### src/rtl/rtpl24_pkg.sv
// Shared types and constants for the RTP L24 stereo packetizer.
// No dependencies.
package rtpl24_pkg;

	localparam int SAMPLE_W     = 32;
	localparam int L24_W        = 24;
	localparam int BYTE_W       = 8;
	localparam int HDR_BYTES    = 12;
	localparam int FRAME_BYTES  = 6;
	localparam int MAX_BYTES    = HDR_BYTES + FRAME_BYTES;
	localparam int BUF_W        = MAX_BYTES * BYTE_W;
	localparam int CNT_W        = 5;
	localparam int POS_W        = 6;
	localparam int SEQ_W        = 16;
	localparam int TS_W         = 32;
	localparam int SSRC_W       = 32;
	localparam int PT_W         = 7;
	localparam int ADDR_W       = 4;
	localparam int DATA_W       = 32;

	localparam logic [BYTE_W-1:0] RTP_V2_BYTE = 8'h80;
	localparam logic [PT_W-1:0]   PT_RESET    = 7'd97;
	localparam logic [L24_W-1:0]  L24_POS_MAX = 24'h7F_FFFF;
	localparam logic [L24_W-1:0]  L24_NEG_MIN = 24'h80_0000;

	localparam logic [CNT_W-1:0]  CNT_HDR   = CNT_W'(MAX_BYTES);
	localparam logic [CNT_W-1:0]  CNT_FRAME = CNT_W'(FRAME_BYTES);

	typedef enum logic [1:0] {
		REG_SSRC      = 2'd0,
		REG_START_SEQ = 2'd1,
		REG_START_TS  = 2'd2,
		REG_PT        = 2'd3
	} reg_idx_t;

	// Saturate a 32-bit two's complement sample to its 24-bit pattern.
	function automatic logic [L24_W-1:0] sat_l24(input logic [SAMPLE_W-1:0] s);
		logic in_range;
		in_range = (s[SAMPLE_W-1:L24_W-1] == '0) || (s[SAMPLE_W-1:L24_W-1] == '1);
		if (in_range)
			return s[L24_W-1:0];
		else if (s[SAMPLE_W-1])
			return L24_NEG_MIN;
		else
			return L24_POS_MAX;
	endfunction

endpackage

### src/rtl/rtp_l24_audio_packetizer.sv
// RTP L24 stereo packetizer, top level: config registers, header build, byte serializer.
// Depends on rtpl24_pkg.
//
// One input item is a stereo frame (two signed 32-bit samples). Each sample is
// saturated to 24 bits and sent big-endian, left then right, as six payload
// bytes. The first frame of each packet is preceded by the 12-byte RTP header
// (0x80, payload type with marker 0, sequence, timestamp, SSRC, all big-endian).
// After FRAMES_PER_PACKET frames the sequence number steps by one and the
// timestamp by FRAMES_PER_PACKET. Bytes leave one per cycle on a byte-wide
// output while out_ready is high; a frame is 6 bytes, or 18 when it opens a
// packet, and that byte port sets the sustained rate. Input side: frames are
// registered fully formatted in one stage, so one frame can wait while the
// previous one is being shifted out, and a new frame is taken in the cycle the
// shifter loads. end_of_item marks the last byte of each frame, end_of_packet
// the last byte of a packet. Config registers (APB, byte address 4*index):
// 0 SSRC, 1 start sequence (write reloads the sequence counter), 2 start
// timestamp (write reloads the timestamp counter), 3 payload type (reset 97).
// Writes are meant for when no frame is in flight.
module rtp_l24_audio_packetizer #(
	parameter int FRAMES_PER_PACKET = 48
) (
	input  logic                                clk,
	input  logic                                arst_n,
	// config port
	input  logic                                psel,
	input  logic                                penable,
	input  logic                                pwrite,
	input  logic [rtpl24_pkg::ADDR_W-1:0]       paddr,
	input  logic [rtpl24_pkg::DATA_W-1:0]       pwdata,
	output logic [rtpl24_pkg::DATA_W-1:0]       prdata,
	output logic                                pready,
	// frame input
	input  logic                                in_valid,
	output logic                                in_ready,
	input  logic signed [rtpl24_pkg::SAMPLE_W-1:0] left_sample,
	input  logic signed [rtpl24_pkg::SAMPLE_W-1:0] right_sample,
	// byte output
	output logic                                out_valid,
	input  logic                                out_ready,
	output logic [rtpl24_pkg::BYTE_W-1:0]       packet_byte,
	output logic                                end_of_item,
	output logic                                end_of_packet
);

	localparam logic [rtpl24_pkg::POS_W-1:0] LAST_POS =
		rtpl24_pkg::POS_W'(FRAMES_PER_PACKET - 1);
	localparam logic [rtpl24_pkg::TS_W-1:0]  TS_STEP  =
		rtpl24_pkg::TS_W'(FRAMES_PER_PACKET);

	// config registers
	logic [rtpl24_pkg::SSRC_W-1:0] ssrc_q;
	logic [rtpl24_pkg::SEQ_W-1:0]  start_seq_q;
	logic [rtpl24_pkg::TS_W-1:0]   start_ts_q;
	logic [rtpl24_pkg::PT_W-1:0]   pt_q;

	// packet state
	logic [rtpl24_pkg::POS_W-1:0]  pos_q;
	logic [rtpl24_pkg::SEQ_W-1:0]  seq_q;
	logic [rtpl24_pkg::TS_W-1:0]   ts_q;

	// formatted frame waiting for the serializer
	logic                          valid_s1;
	logic [rtpl24_pkg::BUF_W-1:0]  buf_s1;
	logic [rtpl24_pkg::CNT_W-1:0]  cnt_s1;
	logic                          eop_s1;

	// serializer
	logic [rtpl24_pkg::BUF_W-1:0]  obuf_q;
	logic [rtpl24_pkg::CNT_W-1:0]  ocnt_q;
	logic                          oeop_q;

	logic                          cfg_wr;
	rtpl24_pkg::reg_idx_t          cfg_idx;
	logic                          in_acc;
	logic                          out_acc;
	logic                          load_out;
	logic                          last_frame;
	logic [rtpl24_pkg::L24_W-1:0]  left_l24;
	logic [rtpl24_pkg::L24_W-1:0]  right_l24;
	logic [rtpl24_pkg::BUF_W-1:0]  buf_d;
	logic [rtpl24_pkg::CNT_W-1:0]  cnt_d;

	assign pready  = 1'b1;
	assign cfg_idx = rtpl24_pkg::reg_idx_t'(paddr[3:2]);
	assign cfg_wr  = psel & penable & pwrite;

	always_comb begin
		unique case (cfg_idx)
			rtpl24_pkg::REG_SSRC:      prdata = ssrc_q;
			rtpl24_pkg::REG_START_SEQ: prdata = rtpl24_pkg::DATA_W'(start_seq_q);
			rtpl24_pkg::REG_START_TS:  prdata = start_ts_q;
			rtpl24_pkg::REG_PT:        prdata = rtpl24_pkg::DATA_W'(pt_q);
			default:                   prdata = '0;
		endcase
	end

	// handshakes
	assign out_valid = (ocnt_q != '0);
	assign out_acc   = out_valid & out_ready;
	assign load_out  = valid_s1 & ((ocnt_q == '0) | ((ocnt_q == 5'd1) & out_ready));
	assign in_ready  = ~valid_s1 | load_out;
	assign in_acc    = in_valid & in_ready;

	// frame formatting
	assign left_l24   = rtpl24_pkg::sat_l24(left_sample);
	assign right_l24  = rtpl24_pkg::sat_l24(right_sample);
	assign last_frame = (pos_q == LAST_POS);

	always_comb begin
		if (pos_q == '0) begin
			buf_d = {rtpl24_pkg::RTP_V2_BYTE, 1'b0, pt_q, seq_q, ts_q, ssrc_q,
				left_l24, right_l24};
			cnt_d = rtpl24_pkg::CNT_HDR;
		end else begin
			// payload goes to the top so it leaves first
			buf_d = {left_l24, right_l24,
				(rtpl24_pkg::BUF_W - 2*rtpl24_pkg::L24_W)'(0)};
			cnt_d = rtpl24_pkg::CNT_FRAME;
		end
	end

	// config registers and counters
	always_ff @(posedge clk or negedge arst_n) begin
		if (!arst_n) begin
			ssrc_q      <= '0;
			start_seq_q <= '0;
			start_ts_q  <= '0;
			pt_q        <= rtpl24_pkg::PT_RESET;
			pos_q       <= '0;
			seq_q       <= '0;
			ts_q        <= '0;
		end else begin
			if (in_acc) begin
				if (last_frame) begin
					pos_q <= '0;
					seq_q <= seq_q + 1'b1;
					ts_q  <= ts_q + TS_STEP;
				end else begin
					pos_q <= pos_q + 1'b1;
				end
			end
			if (cfg_wr) begin
				unique case (cfg_idx)
					rtpl24_pkg::REG_SSRC: ssrc_q <= pwdata;
					rtpl24_pkg::REG_START_SEQ: begin
						start_seq_q <= pwdata[rtpl24_pkg::SEQ_W-1:0];
						seq_q       <= pwdata[rtpl24_pkg::SEQ_W-1:0];
					end
					rtpl24_pkg::REG_START_TS: begin
						start_ts_q <= pwdata;
						ts_q       <= pwdata;
					end
					rtpl24_pkg::REG_PT: pt_q <= pwdata[rtpl24_pkg::PT_W-1:0];
					default: ;
				endcase
			end
		end
	end

	// input stage control
	always_ff @(posedge clk or negedge arst_n) begin
		if (!arst_n) begin
			valid_s1 <= 1'b0;
		end else if (in_acc) begin
			valid_s1 <= 1'b1;
		end else if (load_out) begin
			valid_s1 <= 1'b0;
		end
	end

	// input stage payload
	always_ff @(posedge clk) begin
		if (in_acc) begin
			buf_s1 <= buf_d;
			cnt_s1 <= cnt_d;
			eop_s1 <= last_frame;
		end
	end

	// serializer control: remaining byte count
	always_ff @(posedge clk or negedge arst_n) begin
		if (!arst_n) begin
			ocnt_q <= '0;
		end else if (load_out) begin
			ocnt_q <= cnt_s1;
		end else if (out_acc) begin
			ocnt_q <= ocnt_q - 1'b1;
		end
	end

	// serializer payload: shift out MSB byte first
	always_ff @(posedge clk) begin
		if (load_out) begin
			obuf_q <= buf_s1;
			oeop_q <= eop_s1;
		end else if (out_acc) begin
			obuf_q <= {obuf_q[rtpl24_pkg::BUF_W-rtpl24_pkg::BYTE_W-1:0],
				rtpl24_pkg::BYTE_W'(0)};
		end
	end

	assign packet_byte   = obuf_q[rtpl24_pkg::BUF_W-1 -: rtpl24_pkg::BYTE_W];
	assign end_of_item   = (ocnt_q == 5'd1);
	assign end_of_packet = end_of_item & oeop_q;

endmodule

### config.mk
export PLATFORM = sky130hd
export DESIGN_NAME = rtp_l24_audio_packetizer
export DESIGN_NICKNAME = d
export VERILOG_FILES = /design/src/rtl/rtpl24_pkg.sv /design/src/rtl/rtp_l24_audio_packetizer.sv
export SDC_FILE = /design/constraint.sdc
export NUM_CORES = 1
export LEC_CHECK = 0
export BUFFER_PORTS_ARGS = -buffer_cell sky130_fd_sc_hd__buf_2
export CAP_MARGIN = 20
export CORE_MARGIN = 3
export CORE_UTILIZATION = 50
export CTS_CLUSTER_DIAMETER = 100
export DETAILED_ROUTE_END_ITERATION = 6
export GPL_TIMING_DRIVEN = 0
export PLACE_DENSITY_LB_ADDON = 0.12
export SLEW_MARGIN = 40
export SYNTH_ARGS = -nofsm -noshare
export SYNTH_HDL_FRONTEND = slang
export SYNTH_SLANG_ARGS = --single-unit
### constraint.sdc
create_clock -name clk -period 4.6 [get_ports clk]
set_input_delay 0.23 -clock clk [delete_from_list [all_inputs] [get_ports clk]]
set_output_delay 0.23 -clock clk [all_outputs]
set_load 0.02 [all_outputs]
; ---- Yosys cells after proc, flatten, opt, wreduce, memory -nomap -nowiden
; Index checks and enable logic that the tools add are counted.
[word_totals]
regBits = 442
wordCells = 73
[classes]
n_eq_ne = 7
n_reduce_logical = 14
add_sub_neg = 4
muxes = 22
bitwise = 10
[op_table]
columns = operator, n
row1 = 2-to-1 mux 144 bit, 2
row2 = 2-to-1 mux 135 bit, 1
row3 = 2-to-1 mux 32 bit, 4
row4 = case mux 32 bit (4 select lines), 1
row5 = 2-to-1 mux 24 bit, 4
row6 = 2-to-1 mux 16 bit, 4
row7 = "adder 32 x 6 -> 32 bit, second input constant", 1
row8 = "equality test 9 bit, second input constant", 2
row9 = logical NOT 9 bit, 2
row10 = "adder 16 x 1 -> 16 bit, second input constant", 1
row11 = 2-to-1 mux 5 bit, 3
row12 = AND reduction 2 bit, 4
row13 = AND 1 bit, 7
row14 = "adder 6 x 1 -> 6 bit, second input constant", 1
row15 = "equality test 6 bit, second input constant", 1
row16 = logical NOT 6 bit, 1
row17 = 2-to-1 mux 6 bit, 1
row18 = "equality test 5 x 1 -> 1 bit, second input constant", 1
row19 = logical NOT 5 bit, 1
row20 = nonzero test 5 bit, 1
row21 = "subtractor 5 x 1 -> 5 bit, second input constant", 1
row22 = "equality test 2 bit, second input constant", 2
row23 = nonzero test 2 bit, 2
row24 = "equality test 2 x 1 -> 1 bit, second input constant", 1
row25 = 5 further kinds, 8

; ---- Longest topological paths before layout
; Gate-level depths: netlist (run 1).
[depth]
word_depth = 9
ltp_mapped = 9

; ---- Worst setup path after synthesis (run 1)
; Ideal clock, no wire load.
[synth_timing]
path_type = register to register
start = reg ocnt_q[1] (netlist name)
end = reg ts_q[16] (netlist name)
path_slack_ps = 964
path_buffers = 1
arrival_ps = 3558
stages_incl_launch_ff = 10
synth_period_minus_slack_ps = 3636
t_required_ps = 4523
cell_sequence = dfrtp_1 > inv_1 > ha_1 > a21o_1 > o211ai_2 > inv_1 > buf_2 > nand4_1 > xor2_1 > a21oi_1
[synth_via]
elab_chain_cells = 9
[synth_rtl]
columns = element, line_no
row1 = from (decl), rtp_l24_audio_packetizer.sv:69  ; logic [rtpl24_pkg::CNT_W-1:0] ocnt_q;
row2 = from (signal assigned), rtp_l24_audio_packetizer.sv:185  ; ocnt_q <= cnt_s1;
row3 = from (signal assigned), rtp_l24_audio_packetizer.sv:187  ; ocnt_q <= ocnt_q - 1'b1;
row4 = equality test 5 x 1 -> 1 bit, rtp_l24_audio_packetizer.sv:100  ; assign load_out = valid_s1 & ((ocnt_q == '0) | ((ocnt_q == 5'd1) & out_ready));
row5 = AND 1 bit, rtp_l24_audio_packetizer.sv:100
row6 = bitwise OR 1 bit (*), rtp_l24_audio_packetizer.sv:100
row7 = AND 1 bit (*), rtp_l24_audio_packetizer.sv:100
row8 = bitwise OR 1 bit (*), rtp_l24_audio_packetizer.sv:101  ; assign in_ready = ~valid_s1 | load_out;
row9 = AND 1 bit (*), rtp_l24_audio_packetizer.sv:102  ; assign in_acc = in_valid & in_ready;
row10 = via in_acc, rtp_l24_audio_packetizer.sv:74  ; logic in_acc;
row11 = 2-to-1 mux 32 bit (*), rtp_l24_audio_packetizer.sv:133  ; if (in_acc) begin
row12 = 2-to-1 mux 32 bit, rtp_l24_audio_packetizer.sv:143  ; unique case (cfg_idx)
row13 = 2-to-1 mux 32 bit (*), rtp_l24_audio_packetizer.sv:142  ; if (cfg_wr) begin
row14 = to (signal assigned), rtp_l24_audio_packetizer.sv:137  ; ts_q <= ts_q + TS_STEP;
row15 = to (signal assigned), rtp_l24_audio_packetizer.sv:151  ; ts_q <= pwdata;
row16 = to (decl), rtp_l24_audio_packetizer.sv:59  ; logic [rtpl24_pkg::TS_W-1:0] ts_q;
; Mark *: on every way through the listed nets, which the timed path passes. The rest lies on a longest branch.
; A chain may end at the register's enable or synchronous reset.

; ---- Worst setup path after layout (run 1)
[layout_timing]
start = reg ocnt_q[1] (netlist name)
end = reg pos_q[3] (netlist name)
[layout_via]
elab_chain_cells = 6
[layout_rtl]
columns = element, line_no
row1 = equality test 5 x 1 -> 1 bit, rtp_l24_audio_packetizer.sv:100
row2 = AND 1 bit, rtp_l24_audio_packetizer.sv:100
row3 = bitwise OR 1 bit (*), rtp_l24_audio_packetizer.sv:100
row4 = AND 1 bit (*), rtp_l24_audio_packetizer.sv:100
row5 = bitwise OR 1 bit (*), rtp_l24_audio_packetizer.sv:101
row6 = AND 1 bit (*), rtp_l24_audio_packetizer.sv:102
row7 = via in_acc, rtp_l24_audio_packetizer.sv:74
row8 = to (signal assigned), rtp_l24_audio_packetizer.sv:139  ; pos_q <= pos_q + 1'b1;
row9 = to (decl), rtp_l24_audio_packetizer.sv:57  ; logic [rtpl24_pkg::POS_W-1:0] pos_q;
; Marked as above.

==> results of run 1 <==
power groups by stage:
| stage | sequential (W) | clock [W] | combinational (W) |
|---|---|---|---|
| 2_1_floorplan | 0.00604 | 0 | 0.00206 |
| 4_1_cts | 0.00615 | 0.00374 | 0.00315 |
| 3_5_place_dp | 0.00621 | 0 | 0.00310 |
| 3_3_place_gp | 0.00623 | 0 | 0.00298 |
| 5_1_grt | 0.00625 | 0.00390 | 0.00351 |
| 6_report | 0.00615 | 0.00369 | 0.00313 |
area by class of cell:
type	count	area, sq um	share of cell area [%]
multi-input combinational	1186	6062	26.98
buffer	109	498.0	2.216
inverter	13	48.80	0.2172
tap	504	630.6	2.807
sequential	439	12450	55.41
clock buffer	71	1389	6.181
timing repair buffer	189	1271	5.658
clock inverter	14	118.9	0.5290
state kept, by name (all words and copies together), names as in the netlist:
register     flops
buf_s1         144
valid_s1         1
seq_q           16
pt_q             7
oeop_q           1
ocnt_q           5
start_seq_q     16
obuf_q         144
ts_q            32
cnt_s1           2
pos_q            6
start_ts_q      32
eop_s1           1
ssrc_q          32
stage by stage:
stage	hold slack [ps]	std cells
detailed placement	131.8	2404
global route	28.88	2525
global placement	455.6	2398
CTS	6.678	2525
floorplan	-65.59	1747
finish	27.77	2525
path summary, 6_finish.rpt:
kind	start	end	slack [ps]
max reg2reg	ocnt_q[1]	pos_q[3]	1560
min in group asynchronous	arst_n	ts_q[20]	150
min reg2reg	ts_q[3]	ts_q[3]	470
max	ocnt_q[1]	pos_q[3]	1560
min	left_sample[9]	buf_s1[33]	30
max in group asynchronous	arst_n	ts_q[3]	3480
cell usage after synthesis (all sizes together) (2+ instances only):
| cell type | count | area (sq um) |
|---|---|---|
| nand3 | 24 | 120.1 |
| nor3 | 14 | 70.07 |
| xnor2 | 35 | 306.5 |
| nand2b | 2 | 12.51 |
| nand2 | 599 | 2248 |
| and3 | 4 | 25.02 |
| and2 | 59 | 370.4 |
| nor2b | 2 | 12.51 |
| clkbuf | 70 | 264.0 |
| a21o | 3 | 22.52 |
| mux4 | 7 | 157.7 |
| nand4 | 21 | 137.6 |
| and4 | 7 | 62.56 |
| a22o | 2 | 17.52 |
| nor4 | 23 | 195.2 |
| o21ai | 49 | 249.0 |
| edfxtp | 292 | 8768 |
| a21oi | 96 | 480.5 |
| o211ai | 2 | 20.02 |
| mux2 | 40 | 454.2 |
| nor2 | 138 | 518.0 |
| dfrtp | 144 | 3603 |
| buf | 39 | 221.5 |
| mux2i | 26 | 260.3 |
| xor2 | 9 | 78.83 |
| ha | 7 | 87.58 |
| dfstp | 3 | 78.83 |
| o31ai | 2 | 15.01 |
| or4 | 2 | 15.01 |
| inv | 13 | 48.80 |
worst min-delay path: stages:
cell,delay (ps)
buf_2,70
a21oi_1,80
nor2_1,90
metal layers:
layer,vias to the layer above,share of wire (%),global-route usage [%]
met5,-,0.026,0
met4,2,3.2,8.482
met3,95,6.2,3.859
met2,451,46,40.05
met1,6542,44,35.92
li1,6400,-,-
cells by family after synthesis:
logic type / share of synthesized area [%]
AO/OA/AOI/OAI: 4.439
XOR/XNOR: 2.026
adder cells (fa/ha/maj): 0.4603
buffers and inverters: 2.808
flip-flops: 65.44
multiplexers: 4.584
other: 0.01971
AND/OR/NAND/NOR: 20.22
repair_timing:
action                                  CTS  global route
hold buffers                             36             0
endpoints found under the hold margin   157             0
endpoints found under the setup margin    0             0
gates resized for setup                   0             0
==> flow_summary.json, run 1 <==
{
  "final_common_cell": "nand2_1",
  "syn-cell-area_sq_um": 19030,
  "worst_slew_pin_slew_ps": 840.2,
  "cts-buffers-inserted": 46,
  "p_leak_nw": 9.548,
  "fin_setup_tns_ps": 0,
  "switching_share_pct": 31.45,
  "crit_fanout": 59,
  "cp.depth": 11,
  "power_frac_comb_pct": 24.1,
  "ys.flop_type": "edfxtp_1",
  "peakVddDrop_mv": 0.3029,
  "yosysUniqueCellTypes": 56,
  "path_clk_slew_ps": 60,
  "drv_cap": 0,
  "seqPwrFrac_pct": 47.4,
  "crit_path_end_kind": "flip-flop",
  "p_sw_w": 0.004078,
  "worst-path-buf-inv": 5,
  "wl_mm": 50.69,
  "synthCells": 1747,
  "drt_iter0_drc": 1099,
  "finClkSkew_ps": 10.46,
  "die_h_microns": 201.1,
  "grt_pass1_vias": 13673,
  "yosysWarningCount": 0,
  "ys_async_sr_fraction_pct": 33.49,
  "clock-sinks": 439,
  "grt_usage_pct": 25.22,
  "drt-wirelength-per-cell_microns": 20.08,
  "nets": 2098,
  "first_pass_iters": 5,
  "min_delay_path_depth": 3,
  "critical_path.top_delay_family": "buffers and inverters",
  "cts_tree": "done",
  "p_int_w": 0.008889,
  "ys_seq_area_share_pct": 65.44,
  "detail-route-antenna-nets": 0,
  "synth_seq_cells": 439,
  "dp_hpwl_mm": 36.71,
  "io_pins": 152,
  "clockBufferDepth": 3,
  "grt_max_degree": 72,
  "syn_avg_cell_area_sq_um": 10.89,
  "finalSetupViolations": 0,
  "powerDensity_nw_per_um2": 577.1,
  "vias_per_cell": 5.343,
  "cts_setup_buffers": 0,
  "fmax_mhz": 328.5,
  "path_class": "reg -> reg",
  "rows": 70,
  "gp_congestion": 0.8596,
  "hold_path_class": "in -> reg",
  "fillers": 3128,
  "drive_gt1_share_pct": 15.78,
  "critPathLaunchType": "flip-flop",
  "drc": 0,
  "synth_edf_count": 292,
  "die_w_microns": 201.1,
  "finalPower_w": 0.01297,
  "die_area_sq_um": 40430,
  "clkPwrFrac_pct": 28.4,
  "slew_violations": 0,
  "final_core_util_pct": 60.65,
  "portBuffers": 147,
  "layout_min_cycle_time_ps": 3044,
  "core_area_sq_um": 37050,
  "outcome": "finished clean",
  "slew_headroom_pct": 43.78,
  "vias": 13490,
  "area_growth_pct": 18.10,
  "rr_worst_depth": 11,
  "initial_utilization_pct": 51.35,
  "arrival_ps": 3470,
  "grt_pass1_wl_mm": 78.99,
  "worstPathRequired_ps": 5020,
  "path_cells": "inv_1 > ha_1 > a21o_1 > o211ai_2 > inv_1 > buf_8 > buf_16 > buf_16 > nand4_1 > xor2_1 > nor2_1",
  "placed_area_sq_um": 20590,
  "clk_latency_ps": 560,
  "rsz0062_at_grt": "false",
  "stdcell_area_sq_um": 22470,
  "antenna_found_initial": 2,
  "setup_ws_ps": 1556,
  "period_share_pct": 66.18,
  "syn-num-nets": 1861,
  "cp_slowest_cell": "dfrtp_1",
  "grt.overflow.total": 0,
  "final_cell_mix": "599 x nand2_1, 292 x edfxtp_1, 166 x buf_2",
  "cts-root-buf": "clkbuf_16",
  "htreeDepth": 2,
  "worst_path_largest_cell_delay_ps": 370,
  "final_hold_viol_count": 0,
  "pre_cts_slack_ps": 1514,
  "diodes": 0
}
Note: power is estimated with default switching activity, not from simulation.
==> inputs of run 2 (changes only) <==
- clock period: 4.6 -> 2.82 ns (I/O delays scaled with it)
==> run 2 against run 1 <==
Fmax grew 15%. Cell area grew 1.9%. Count of clock-buffer cells in the layout shrank 8. Critical path type unchanged. Largest power group unchanged.
==> flow_summary.json, run 2 (synthesis results as in run 1) <==
{
  "fmax_mhz": 376.5,
  "crit_fanout": 60,
  "grt.overflow.total": 0,
  "grt_max_degree": 66,
  "path_common_cell": "buf_16",
  "worst_slew_pin_slew_ps": 810.7,
  "grt_pass1_vias": 13803,
  "arrival_ps": 3080,
  "period_share_pct": 94.19,
  "hold_path_class": "in -> reg",
  "outcome": "finished clean",
  "grt_pass1_wl_mm": 79.96,
  "nets": 2138,
  "finClkSkew_ps": 13.95,
  "area_growth_pct": 20.40,
  "finalPower_w": 0.02126,
  "placed_area_sq_um": 20600,
  "worstPathRequired_ps": 3240,
  "setup_ws_ps": 163.8,
  "die_area_sq_um": 40430,
  "rows": 70,
  "die_h_microns": 201.1,
  "vias": 13769,
  "drc": 0,
  "clock-sinks": 439,
  "clk_latency_ps": 560,
  "drt_iter0_drc": 1211,
  "worst_path_largest_cell_delay_ps": 410,
  "cts-buffers-inserted": 46,
  "wl_mm": 51.82,
  "cts-root-buf": "clkbuf_16",
  "clockBufferDepth": 3,
  "critPathLaunchType": "flip-flop",
  "drive_gt1_share_pct": 15.67,
  "powerDensity_nw_per_um2": 927.9,
  "stdcell_area_sq_um": 22910,
  "final_core_util_pct": 61.83,
  "layout_min_cycle_time_ps": 2656,
  "drt-wirelength-per-cell_microns": 20.20,
  "vias_per_cell": 5.368,
  "portBuffers": 147,
  "cts_setup_buffers": 0,
  "antenna_found_initial": 2,
  "rsz0062_at_grt": "true",
  "grt_usage_pct": 25.65,
  "gp_congestion": 0.8405,
  "drv_cap": 0,
  "final_hold_viol_count": 0,
  "io_pins": 152,
  "pre_cts_slack_ps": -215.5,
  "path_class": "reg -> reg",
  "slew_headroom_pct": 45.75,
  "final_common_cell": "nand2_1",
  "htreeDepth": 2,
  "p_leak_nw": 9.713,
  "cp_slowest_cell": "o211ai_4",
  "die_w_microns": 201.1,
  "top_regs": "buf_s1: 144 flops, obuf_q: 144 flops",
  "first_pass_iters": 5,
  "finalSetupViolations": 0,
  "fillers": 3031,
  "slew_violations": 0,
  "dp_hpwl_mm": 36.81,
  "crit_path_end_kind": "flip-flop",
  "critical_path.startpoint": "ocnt_q[1]",
  "core_area_sq_um": 37050,
  "cts_tree": "done",
  "hold_path.startpoint": "left_sample[1]",
  "final_cell_mix": "599 x nand2_1, 292 x edfxtp_1, 166 x buf_2",
  "diodes": 0,
  "initial_utilization_pct": 51.35,
  "regToRegStartpoint": "ocnt_q[1]",
  "peakVddDrop_mv": 0.4882,
  "path_cells": "inv_1 > ha_1 > a21o_1 > o211ai_4 > inv_4 > buf_16 > buf_16 > buf_16 > nand4_1 > xor2_1 > nor2_1",
  "path_clk_slew_ps": 60,
  "detail-route-antenna-nets": 0,
  "hold_ws_ps": 14.61
}
run 2: changes by cell type in the layout (fill, tap and decap cells not counted), moves of 2 or more:
cell	delta
clkbuf_1	-4
clkbuf_8	-5
clkinv_1	+3
clkinv_2	+2
clkinvlp_4	+3
dlygate4sd3_1	+39
run 2: per-layer routing:
| metal | track usage, % | share of wire (%) | vias up |
|---|---|---|---|
| met5 | 0 | 0.042 | - |
| met4 | 7.553 | 3.0 | 4 |
| met3 | 4.378 | 7.1 | 105 |
| met2 | 41.39 | 46 | 498 |
| met1 | 36.13 | 43 | 6670 |
| li1 | - | - | 6492 |
run 2: power breakdown:
group | internal (W) | total (W) | switching [W] | leakage (nW)
sequential | 0.00923 | 0.0101 | 0.000831 | 4.62
combinational | 0.00179 | 0.00520 | 0.00341 | 4.37
clock | 0.00352 | 0.00600 | 0.00248 | 0.727
run 2: timing repair:
action	4_1_cts	5_1_grt
resized for setup	3	5
endpoints found under the hold margin	262	0
hold buffers	75	0
setup endpoints to repair	61	14
gates cloned	1	0
run 2: final cells by class:
| type | instances | area [sq um] | share of cell area [%] |
|---|---|---|---|
| Clock inverter | 22 | 183.9 | 0.8029 |
| Buffer | 109 | 511.7 | 2.234 |
| Inverter | 13 | 51.30 | 0.2239 |
| Clock buffer | 63 | 1309 | 5.713 |
| Timing Repair Buffer | 229 | 1694 | 7.396 |
| Sequential cell | 439 | 12450 | 54.35 |
| Tap cell | 504 | 630.6 | 2.753 |
| Multi-Input combinational cell | 1186 | 6076 | 26.52 |
run 2: stage by stage:
| stage | setup TNS (ps) | instances |
|---|---|---|
| after floorplan | 0 | 1747 |
| after global placement | -210180 | 2398 |
| after detailed placement | -2810 | 2404 |
| after CTS | 0 | 2565 |
| after global routing | -12.62 | 2565 |
| final | 0 | 2565 |
run 2: final timing paths:
| kind | endpoint | slack [ps] | depth (start not counted) |
|---|---|---|---|
| setup reg to reg | pos_q[3] | 160 | 11 |
| max in group asynchronous | ocnt_q[1] | 1130 | 4 |
| setup / recovery | pos_q[3] | 160 | 11 |
| hold / removal | buf_s1[25] | 10 | 3 |
| min in group asynchronous | seq_q[5] | 530 | 3 |
| hold reg to reg | start_seq_q[3] | 480 | 2 |
run 2: critical path, delay by kind of cell (launching register included):
kind / cells / cell delay (ps)
xor+xnor: 1 / 180
buf+inv: 5 / 890
compound gates: 2 / 640
flops: 1 / 350
simple gates: 2 / 210
fa+ha+maj: 1 / 220
